[src/hw/rtl/pht_ram.sv]
// Generic single-port-write, single-port-read RAM with registered read data.
module pht_ram #(
	parameter int WIDTH = 8,
	parameter int DEPTH = 64
) (
	input  logic                                      clk,
	input  logic                                      we,
	input  logic [((DEPTH > 1) ? $clog2(DEPTH) : 1)-1:0] waddr,
	input  logic [WIDTH-1:0]                          wdata,
	input  logic                                      re,
	input  logic [((DEPTH > 1) ? $clog2(DEPTH) : 1)-1:0] raddr,
	output logic [WIDTH-1:0]                          rdata
);

	logic [WIDTH-1:0] mem [DEPTH];

	always_ff @(posedge clk) begin
		if (we) begin
			mem[waddr] <= wdata;
		end
		if (re) begin
			rdata <= mem[raddr];
		end
	end

endmodule

[config.mk]
export PLATFORM = sky130hd
export DESIGN_NAME = pht_ram
export DESIGN_NICKNAME = d
export VERILOG_FILES = /design/src/hw/rtl/pht_ram.sv
export SDC_FILE = /design/constraint.sdc
export NUM_CORES = 1
export LEC_CHECK = 0
export ABC_AREA = 0
export BUFFER_PORTS_ARGS = -buffer_cell sky130_fd_sc_hd__buf_2
export CAP_MARGIN = 20
export CORE_MARGIN = 4
export CORE_UTILIZATION = 38
export CTS_CLUSTER_DIAMETER = 60
export DETAILED_ROUTE_END_ITERATION = 8
export SLEW_MARGIN = 20
export SYNTH_ARGS = -nofsm -noshare
export SYNTH_HDL_FRONTEND = slang
export SYNTH_SLANG_ARGS = --single-unit
[constraint.sdc]
create_clock -name clk -period 2.2 [get_ports clk]
set_clock_uncertainty 0.05 [all_clocks]
set_input_delay 0.44 -clock clk [delete_from_list [all_inputs] [get_ports clk]]
set_output_delay 0.44 -clock clk [all_outputs]
set_load 0.05 [all_outputs]
==> results.json <==
{
  "total_power_mw": 20.3,
  "wire_per_inst_um": 25.0,
  "grt_max_degree": 65,
  "worst-setup-path-type": "reg -> reg",
  "cts_tree": "built",
  "setup_viol": 0,
  "ff_latch_area_um2": 15600,
  "seq_area_frac_synth_pct": 77.1,
  "syn_inst": 940,
  "grt_pass1_vias": 10297,
  "synth.most_common_cell": "edfxtp_1",
  "rrSetupSlack_ns": 0.08,
  "pin_count": 31,
  "final_hold_viol_count": 0,
  "die_w_um": 239,
  "min_from": "wdata[6]",
  "required_ns": 2.48,
  "yosysTopAreaCellShare_pct": 77.1,
  "cap_violations": 0,
  "cp_num_buf_inv": 1,
  "place_area_um2": 22400,
  "rsz0062_at_grt": "false",
  "ant_nets": 0,
  "grt_pass1_wl_um": 69600,
  "preCtsSetupSlack_ns": -0.534,
  "cp_cell_sequence": "mux4_2 > mux2_2 > a221oi_2 > buf_4 > o2bb2ai_1",
  "port_buffers": 30,
  "syn-num-nets": 963,
  "finalCriticalPeriod_ns": 2.12,
  "hold_path_class": "in -> reg",
  "cp_num_cells": 5,
  "synth_top_cells_by_area": "edfxtp_1, mux4_2, nor2_1",
  "fin_util_pct": 45.5,
  "critPathLaunchType": "register",
  "powerDensity_nw_per_um2": 848,
  "fmax_ghz": 0.472,
  "h-tree-depth": 2,
  "status": "complete, no violations",
  "reg2regPathDepth": 5,
  "area_delta_synth_final_pct": 18.3,
  "nFillCells": 4404,
  "hpwl_um": 30300,
  "grt_antenna_before_repair": 4,
  "leakagePower_nw": 7.77,
  "drc_errors": 0,
  "synth_edf_count": 520,
  "nets": 1162,
  "timing.final.ws_setup_ns": 0.0799,
  "post-route-period-util_pct": 96.4,
  "yosysWarnings": 0,
  "hold_depth": 1,
  "overflow": 0,
  "synth_seq_cells": 520,
  "crit_path_max_incr_delay_ns": 0.49,
  "clk_pin_slew_ns": 0.06,
  "clk_path_buf_depth": 3,
  "cts_setup_buffers": 0,
  "netlist_area_um2": 20200,
  "yosys.area.top_type": "edfxtp_1",
  "avgSynthCellArea_um2": 21.5,
  "slew_viol_final": 0,
  "crit_family": "multiplexers",
  "design_area_um2": 24000,
  "crit_arrival_ns": 2.40,
  "synth-main-ff-cell": "edfxtp_1",
  "tns_ns": 0,
  "crit_fanout": 1,
  "r2r_start": "mem[46][0]",
  "grtUsageTotal_pct": 16.6,
  "ir_worst_vdd_v": 0.000511,
  "drt_iter0_markers": 927,
  "async_reset_ff_share_pct": 0,
  "drive_gt1_share_pct": 34.8,
  "min_to": "mem[12][6]",
  "place_congestion": 0.822,
  "root_buffer": "clkbuf_16",
  "num_rows": 84,
  "vias": 10065,
  "synth.distinct_cells": 39,
  "worst_pin_slew_ns": 0.767,
  "initial_core_util_pct": 38.5,
  "dp.cells": 1774,
  "final_cells": 1867,
  "dr.pass1.iters": 5,
  "coreArea_um2": 52700,
  "synth_common_cells": "edfxtp_1, mux4_2, nor2_1, mux2i_1, nand2_1",
  "rr_endpoint": "rdata[0]",
  "wl_um": 46700,
  "fp.dieH_um": 239,
  "fp.dieArea_um2": 57000,
  "via_per_inst": 5.39,
  "cts_buffers": 51,
  "cts.sinks": 520,
  "relSlewSlack_pct": 48.9,
  "multi_input_area_um2": 4340,
  "whs_ns": 0.158,
  "cp-end-kind": "register",
  "clkLatencyLatePin_ns": 0.59,
  "critPathSlowestCell": "mux4_2"
}
layer usage:
layer / track usage [%] / wire, um / vias up
met3: 3.40 / 3480 / 67
met1: 23.4 / 19500 / 5323
met5: 0 / 13 / -
met2: 26.6 / 22700 / 328
li1: - / - / 4345
met4: 4.57 / 971 / 2
timing repair:
| item | CTS | global route |
|---|---|---|
| setup endpoints to repair | 3 | 1 |
| hold endpoints to repair | 0 | 0 |
| resized for setup | 3 | 1 |
| hold buffers | 0 | 0 |
final cells by class:
cell class	instances	share of cell area [%]
well taps	688	3.59
clock buffers	61	5.66
multi-input cells	369	18.1
clock inverters	31	0.783
diodes	1	0.0104
flip-flops and latches	520	65.2
repair buffers	197	6.66
kinds of logic after synthesis:
group | count (synthesis) | synth area share (%)
flops | 520 | 77.1
mux | 162 | 15.9
simple gates | 153 | 3.37
buf+inv | 51 | 1.56
compound gates | 54 | 2.06
how the worst max path moves through the flow:
stage | start | to
finish | mem[46][0] | rdata[0]
global route | mem[3][3] | rdata[3]
CTS | mem[24][6] | rdata[6]
detailed placement | raddr[0] | rdata[6]
global placement | raddr[0] | rdata[6]
floorplan | raddr[0] | rdata[7]
layout by cell type, fill, tap and decap left out, types with 8 or more instances in the layout:
cell type  instances
buf_2             26
clkbuf_1           8
buf_4            156
clkinv_2          12
nand3_1           13
o221ai_1           8
clkinv_1          16
nand2_1           19
mux4_2           126
clkbuf_16         53
mux2_2            13
o22ai_1            8
nor2b_1           14
edfxtp_1         520
buf_12            14
mux2i_1           23
nor2_1            83
sequential cells by signal, summed over array words and instances, names as in the netlist:
signal and cells:
rdata 8, mem 512
power by group:
group / internal, mW / switching, mW / total (mW)
sequential: 11.0 / 0.0326 / 11.0
clock: 4.59 / 3.50 / 8.09
combinational: 0.498 / 0.699 / 1.20
total: 16.1 / 4.24 / 20.3
Power figures use the tool's default switching activity.
