`src/hw/rtl/pht_pkg.sv`:
```
// Types, constants and helpers for the peer health tracker.
package pht_pkg;

	localparam int PEER_COUNT = 64;
	localparam int PEER_AW    = (PEER_COUNT > 1) ? $clog2(PEER_COUNT) : 1;

	// Health state codes
	localparam logic [1:0] HS_UP       = 2'd0;
	localparam logic [1:0] HS_DOWN     = 2'd1;
	localparam logic [1:0] HS_CHECKING = 2'd2;

	// Configuration register indexes
	localparam logic REG_MANDATORY = 1'b0;
	localparam logic REG_RELOAD    = 1'b1;

	typedef struct packed {
		logic [5:0]  peer;
		logic        passed;
		logic [15:0] pass_threshold;
		logic [15:0] fail_threshold;
		logic        admin_down;
		logic [47:0] now_ms;
		logic [37:0] now_sec;
	} item_t;

	typedef struct packed {
		logic [31:0] checks;
		logic [31:0] fails;
		logic [31:0] pass_run;
		logic [31:0] fail_run;
		logic [31:0] unhealthy;
		logic [1:0]  state;
		logic        down_open;
		logic [47:0] down_start;
		logic [47:0] downtime;
		logic [37:0] up_since;
	} rec_t;

	localparam int REC_W = $bits(rec_t);

	typedef struct packed {
		logic went_down;
		logic came_up;
	} flags_t;

	function automatic logic [31:0] sat_inc(input logic [31:0] v);
		return (v == 32'hFFFF_FFFF) ? v : v + 32'd1;
	endfunction

endpackage

```
`src/hw/rtl/pht_update.sv`:
```
// Next-record logic for one health-check request against one peer record.
module pht_update
	import pht_pkg::*;
(
	input  item_t  item,
	input  rec_t   cur,
	input  logic   mandatory_mode,
	input  logic   reload_in_progress,
	output rec_t   nxt,
	output flags_t flags
);

	logic [47:0] elapsed;
	logic [48:0] sum;
	logic [47:0] sum_sat;
	logic [31:0] checks_inc;
	logic        first_rule;

	// elapsed wraps modulo 2^48
	assign elapsed    = item.now_ms - cur.down_start;
	assign sum        = {1'b0, cur.downtime} + {1'b0, elapsed};
	assign sum_sat    = sum[48] ? 48'hFFFF_FFFF_FFFF : sum[47:0];
	assign checks_inc = sat_inc(cur.checks);
	assign first_rule = mandatory_mode && !reload_in_progress &&
		(checks_inc == 32'd1) && !item.admin_down;

	always_comb begin
		nxt             = cur;
		flags           = '0;
		nxt.checks      = checks_inc;
		if (item.passed) begin
			nxt.fail_run = '0;
			nxt.pass_run = sat_inc(cur.pass_run);
			if (nxt.pass_run >= {16'd0, item.pass_threshold}) begin
				nxt.state = HS_UP;
				if (cur.down_open) begin
					nxt.downtime  = sum_sat;
					nxt.up_since  = item.now_sec;
					flags.came_up = 1'b1;
				end
				nxt.down_open  = 1'b0;
				nxt.down_start = '0;
			end
			if (first_rule) begin
				nxt.state = HS_UP;
			end
		end else begin
			nxt.fails    = sat_inc(cur.fails);
			nxt.pass_run = '0;
			nxt.fail_run = sat_inc(cur.fail_run);
			if (nxt.fail_run == {16'd0, item.fail_threshold}) begin
				nxt.unhealthy = sat_inc(cur.unhealthy);
			end
			if ((nxt.fail_run == {16'd0, item.fail_threshold}) || first_rule) begin
				nxt.state       = HS_DOWN;
				nxt.down_open   = 1'b1;
				nxt.down_start  = item.now_ms;
				flags.went_down = 1'b1;
			end
		end
	end

endmodule

```
`config.mk`:
```
export PLATFORM = sky130hd
export DESIGN_NAME = pht_update
export DESIGN_NICKNAME = d
export VERILOG_FILES = /design/src/hw/rtl/pht_pkg.sv /design/src/hw/rtl/pht_update.sv
export SDC_FILE = /design/constraint.sdc
export NUM_CORES = 1
export LEC_CHECK = 0
export BUFFER_PORTS_ARGS = -buffer_cell sky130_fd_sc_hd__buf_2
export CORE_AREA = 2 2 281 283
export DETAILED_ROUTE_END_ITERATION = 7
export DIE_AREA = 0 0 283 285
export PLACE_DENSITY_LB_ADDON = 0.08
export SYNTH_ARGS = -nofsm -noshare
export SYNTH_HDL_FRONTEND = slang
export SYNTH_SLANG_ARGS = --single-unit
```
`constraint.sdc`:
```
create_clock -name vclk -period 13.55
set_input_delay 2.0325 -clock vclk [all_inputs]
set_output_delay 2.0325 -clock vclk [all_outputs]
set_load 0.1 [all_outputs]
```
==> impl_results.md, run 1 <==
- Worst vdd ir: 59.0 uV
- Ports: about 720
- Max-slew violations: 0
- Pleak: about 0.0083 uW
- Library cells used by synthesis: roughly 90
- Endpoint class of the critical path: output port
- RSZ-0062 raised after global routing: false
- CP Launch Type: input pin
- Vias in the first global route: around 17000
- Chip height: ~290 um
- Chip Width: ~280 um
- Storage cell area: 0 um2
- DRC: 0
- Placed Instances: between 3000 and 4000
- Most frequent cells after synthesis: nor2_1 (207), nand2_1 (146), xnor2_1 (136)
- Worst slew pin tran: slightly above 1 ns
- # resized after CTS: 0
- Synthesized area: between 10000 and 15000 um2
- Worst rel slew slack: a little under a third
- Synth warnings: 0
- ANT nets after route: 0
- Gpl congestion: around 0.94
- Syn Area/Cell: between 6 and 7 um2
- CP Data Required Time: about 12 ns
- Iter 0 DRT Violations: 943
- Hold_buf cts: 0
- Pre-antenna DRT Iters: 5
- Synth top area share: between 10% and 20%
- Final TNS setup: 0 ns
- Status: complete, no violations
- Post-synth top area cell: ha_1
- Initial antenna violation count: 26
- Core area: around 78000 um2
- WP data arrival: about 9 ns
- Largest family of logic cells by synthesized area: simple AND/OR/NAND/NOR gates
- Gr usage total: 17.0%
- Synth area leaders: ha_1 (12%), xnor2_1 (9.3%), xor2_1 (6.7%)
- Minimum clock period: between 10 and 15 ns
- Die ar.: 80700 um2
- Post-synthesis simple-gate area fraction: 32.9%
- Sequential element share of the synthesized area: 0%
- Final Non-Filler Cells: 3612
- Num sequential: 0
- Synthesized Nets: roughly 2400
- Final nets: between 3000 and 4000
- Post-Synthesis Cells: roughly 1900
- Site row count: between 100 and 150
- Worst Hold Class: in2out
- Total number of vias: 16700
- Post-synthesis mux area share: a little under a tenth
- Wire per inst: approximately 20 um
- Final core occ: 22.3%
- Tcrit/Tclk final: between 80% and 90%
- Max_cap viols: 0
- Pre-CTS WS: 2.25 ns
- Starting density of the core: ~16%
- Port Buffer Count: approximately 700
- Fmax achieved: 88.8 MHz
- Layout cell share with drive strength beyond 1: between 30% and 40%
- CP Max Fanout: 38
- Comb pwr share: 100.0%
- Total internal power: between 300 and 400 uW
- First-pass GRT wire length: 107000 um
- HPWL Detailed: between 60000 and 70000 um
- Net Switching: between 900 and 1000 uW
- Layout area overhead: 36.7%
- Top-count cell post-synth: nor2_1
- Post-synthesis xor/xnor area fraction: roughly 16%
- Pwr Density: about 76 nW/um2
- Compound-Gate Fraction of Synth Area: 23.2%
- Final WL: between 70000 and 80000 um
- Global route overflow: 0
- Number of post-CTS setup repair buffers: 0
- Synth Area in Adders: around 12%
- Routed vias/inst: between 4 and 5
- Clock power share: 0%
- Setup ws final: around 2.3 ns
- Largest net degree at the start of global routing: 56
- WS Path Type: in2out
- Hold Vio Cnt, Final: 0
- Clock buffers: 0
- Flop pwr share: 0%
- Sw frac: just over 70%
- Endpoints failing setup: 0
-- cell type report --
cell class | count | area (um2)
Multi-Input combinational cell | 1702 | 12000
Antenna cell | 18 | 45.0
Tap cell | 1050 | 1310
Inverter | 114 | 428
Fill cell | 9091 | 60500
Timing Repair Buffer | 728 | 3670
-- placed cells by master, fill, tap and decap left out, types with 13 or more instances in the layout --
cell type | synthesis | final
nand2_1 | 146 | 146
o21ai_0 | 76 | 76
mux2i_1 | 64 | 64
nor2_1 | 207 | 207
a211oi_1 | 16 | 16
o22a_1 | 47 | 47
o21a_1 | 13 | 13
xnor2_1 | 136 | 136
nand2b_1 | 18 | 18
nor2b_1 | 21 | 21
and2_1 | 43 | 43
ha_1 | 121 | 121
inv_1 | 114 | 114
xor2_1 | 97 | 97
a21o_1 | 64 | 64
nor3_1 | 54 | 54
nor4_1 | 16 | 16
and3_1 | 44 | 44
and4_1 | 18 | 18
mux2_1 | 40 | 40
nand3_1 | 89 | 89
a21oi_1 | 103 | 103
diode_2 | 0 | 18
a31oi_1 | 32 | 31
nand4_1 | 61 | 61
buf_2 | 22 | 718
or2_2 | 16 | 16
-- worst paths after layout --
check | startpoint | endpoint | cells past startpoint
hold / removal | cur[239] | nxt[239] | 3
setup / recovery | item[38] | nxt[66] | 27
-- power groups by stage --
stage,Sequential [uW],Combinational [uW],Clock (uW)
detailed placement,0,1340,0
floorplan,0,1000,0
global route,0,1430,0.000109
finish,0,1330,0.000156
CTS,0,1340,0
global placement,0,1340,0
-- cell families (layout without fill, tap and decap cells) --
logic type,count (synthesis),in the layout
AOI/OAI and AO/OA,438,438
xor gates and xnor gates,235,235
adders and majority gates,123,123
buffers and inverters,187,842
muxes,109,109
other,0,18
and+or+nand+nor,797,797
-- per-layer routing --
| metal | GRT usage [%] | vias up | share of wire, % |
|---|---|---|---|
| li1 | - | 8228 | - |
| met1 | 20.0 | 7880 | 41 |
| met2 | 31.7 | 508 | 51 |
| met3 | 3.16 | 56 | 5.8 |
| met4 | 3.46 | 14 | 1.7 |
| met5 | 0 | - | 0.12 |
-- stage by stage --
step                      hold slack, ns  instance area [um2]  total power, uW
after floorplan                     4.50                12700             1000
after global placement              4.50                17400             1340
after detailed placement            4.50                17400             1340
after CTS                           4.50                17400             1340
after global routing                4.52                17400             1430
final                               4.50                17400             1330
-- critical path, cell delays in order --
cell      delay, ns
buf_2          0.11
inv_1          0.05
ha_1           0.15
inv_1          0.05
fa_1           0.41
a21o_1         0.20
a21oi_1        0.28
nor3b_1        0.10
a211o_1        0.28
a221oi_1       0.74
o21ai_0        0.20
buf_4          0.20
and3_1         0.19
o31ai_1        0.61
nand2_1        0.19
o311ai_1       0.36
ha_1           0.32
nand4_1        0.23
nor4_1         0.45
a221oi_1       0.15
o21ai_0        0.18
a21o_1         0.13
a21oi_1        0.07
nand3b_2       0.27
buf_4          0.48
o22a_1         0.30
buf_2          0.45
Power figures use the tool's default switching activity.
==> inputs of run 2 (changes only) <==
- ABC_AREA: not set -> 1
- CORE_AREA: 2 2 281 283 -> 2 2 280 282
- DIE_AREA: 0 0 283 285 -> 0 0 282 284
- clock period: 13.55 -> 9.2 ns (I/O delays scaled with it)
==> impl_results.md, run 2 <==
- Hold path startpoint: cur[168]
- # resized after CTS: 0
- Top sig layer: met5
- Pleak: between 0.01 and 0.015 uW
- Core area: around 77000 um2
- Library cells used by synthesis: 46
- Final nets: roughly 4600
- Largest net degree at the start of global routing: about 60
- Hold_buf cts: 0
- Ports: a little over 700
- Gr usage total: around 23%
- Chip height: around 280 um
- RSZ-0062 raised after global routing: false
- Final core occ: roughly 27%
- Gpl congestion: a little under 1
- Number of post-CTS setup repair buffers: 0
- Synth warnings: 0
- Clock buffers: 0
- Post-Synthesis Cells: approximately 3400
- Pwr Density: about 110 nW/um2
- Total number of vias: approximately 24000
- Iter 0 DRT Violations: between 1000 and 1500
- Tcrit/Tclk final: between 80 and 90%
- Status: complete, no violations
- Layout area overhead: 28.7%
- Endpoint class of the critical path: output port
- Synth top area share: about a quarter
- WP data arrival: between 6 and 7 ns
- Minimum clock period: 8.18 ns
- Final Non-Filler Cells: 5093
- Hold Vio Cnt, Final: 0
- Global route overflow: 0
- Site row count: between 100 and 150
- Pre-antenna DRT Iters: 5
- Num sequential: 0
- CP Max Fanout: 28
- Placed Instances: between 5000 and 6000
- Fmax achieved: roughly 120 MHz
- Setup ws final: 1.02 ns
- CP Data Required Time: slightly below 8 ns
- Storage cell area: 0 um2
- Starting density of the core: between 20% and 30%
- Worst path most repeated cell: a21oi_1
- Max_cap viols: 0
- Fillers: ~9400
- CP Launch Type: input pin
- Worst vdd ir: 49.7 uV
- Endpoints failing setup: 0
- ANT nets after route: 0
- Slowest CP cell: a21oi_1
- Post-synth top area cell: nand2_1
- Initial antenna violation count: 27
- Worst rel slew slack: roughly 28%
- Port Buffer Count: between 700 and 800
- Pre-CTS WS: roughly 0.92 ns
- Worst slew pin tran: roughly 1.1 ns
- Routed met1 length: ~41000 um
- Max-slew violations: 0
- Final WL: 96700 um
- DR WL met2: between 40000 and 50000 um
- Wire per inst: 19.0 um
- Vias in the first global route: 23000
- Slowest cell delay on critical path: 0.41 ns
- Sequential element share of the synthesized area: 0%
- Die ar.: around 80000 um2
- First-pass GRT wire length: between 100000 and 150000 um
- Chip Width: between 200 and 300 um
- WS Path Type: in2out
- Final TNS setup: 0 ns
- Metal3 WL: a little under 6000 um
- Most frequent cells after synthesis: nand2_1 (1128), inv_1 (468), nor2_1 (464)
- DRC: 0
- Top-count cell post-synth: nand2_1
- Synthesized Nets: a little under 4000
- Synthesized area: between 15000 and 20000 um2
- Routed vias/inst: roughly 4.6
- HPWL Detailed: 86800 um
- Syn Area/Cell: roughly 4.8 um2
- Worst hold slack: 3.21 ns
- Layout cell share with drive strength beyond 1: 19.7%
- Critical Path Source: cur[88]
- Worst Hold Class: in2out
- Synth area leaders: nand2_1 (26%), inv_1 (11%), nor2_1 (11%)
- Highest-count cells in the layout ignoring fill and taps: nand2_1 (1128), buf_2 (718), inv_1 (468)
- Most common cell after layout, fill and taps aside: nand2_1
run 2: layout make-up:
class | instances | area [um2] | share of cell area [%]
Antenna cell | 9 | 22.5 | 0.107
Inverter | 476 | 1790 | 8.52
Multi-Input combinational cell | 2828 | 14100 | 67.3
Tap cell | 1040 | 1300 | 6.19
Timing Repair Buffer | 740 | 3760 | 17.9
run 2: report_power, final:
part / switching (uW) / internal (uW) / leakage, uW
combinational: 1730 / 537 / 0.0117
clock: 0 / 0.000132 / 0.0000000570
sequential: 0 / 0 / 0
run 2: critical path, delay by kind of cell:
| kind | cells | cell delay, ns |
|---|---|---|
| compound gates | 13 | 2.78 |
| buf+inv | 7 | 1.08 |
| fa+ha+maj | 2 | 0.70 |
| simple gates | 6 | 0.65 |
| xor+xnor | 1 | 0.17 |
run 2: logic make-up (layout without fill, tap and decap cells):
family                   count (synthesis)  in the layout  synth area share (%)
XOR/XNOR                               152            152                  8.16
AO/OA/AOI/OAI                          436            436                  14.5
adder cells (fa/ha/maj)                123            123                  9.52
AND/OR/NAND/NOR                       2117           2117                  54.4
buffers and inverters                  556           1216                  13.5
other                                    0              9                     0
run 2: metal layers:
metal / vias up / global-route usage [%]
met1: 10600 / 28.0
met5: - / 0
met3: 102 / 3.84
met2: 686 / 42.2
li1: 12200 / -
met4: 34 / 2.98
run 2: worst paths after layout:
| check | to | slack [ns] | cells past startpoint |
|---|---|---|---|
| worst min-delay path | nxt[168] | 3.21 | 3 |
| worst max-delay path | nxt[70] | 1.02 | 29 |
run 2: metrics by stage:
stage | total power (uW) | instance area [um2]
after floorplan | 1640 | 16300
after global placement | 2270 | 21000
after detailed placement | 2260 | 21000
after CTS | 2270 | 21000
after global routing | 2460 | 21000
final | 2260 | 21000
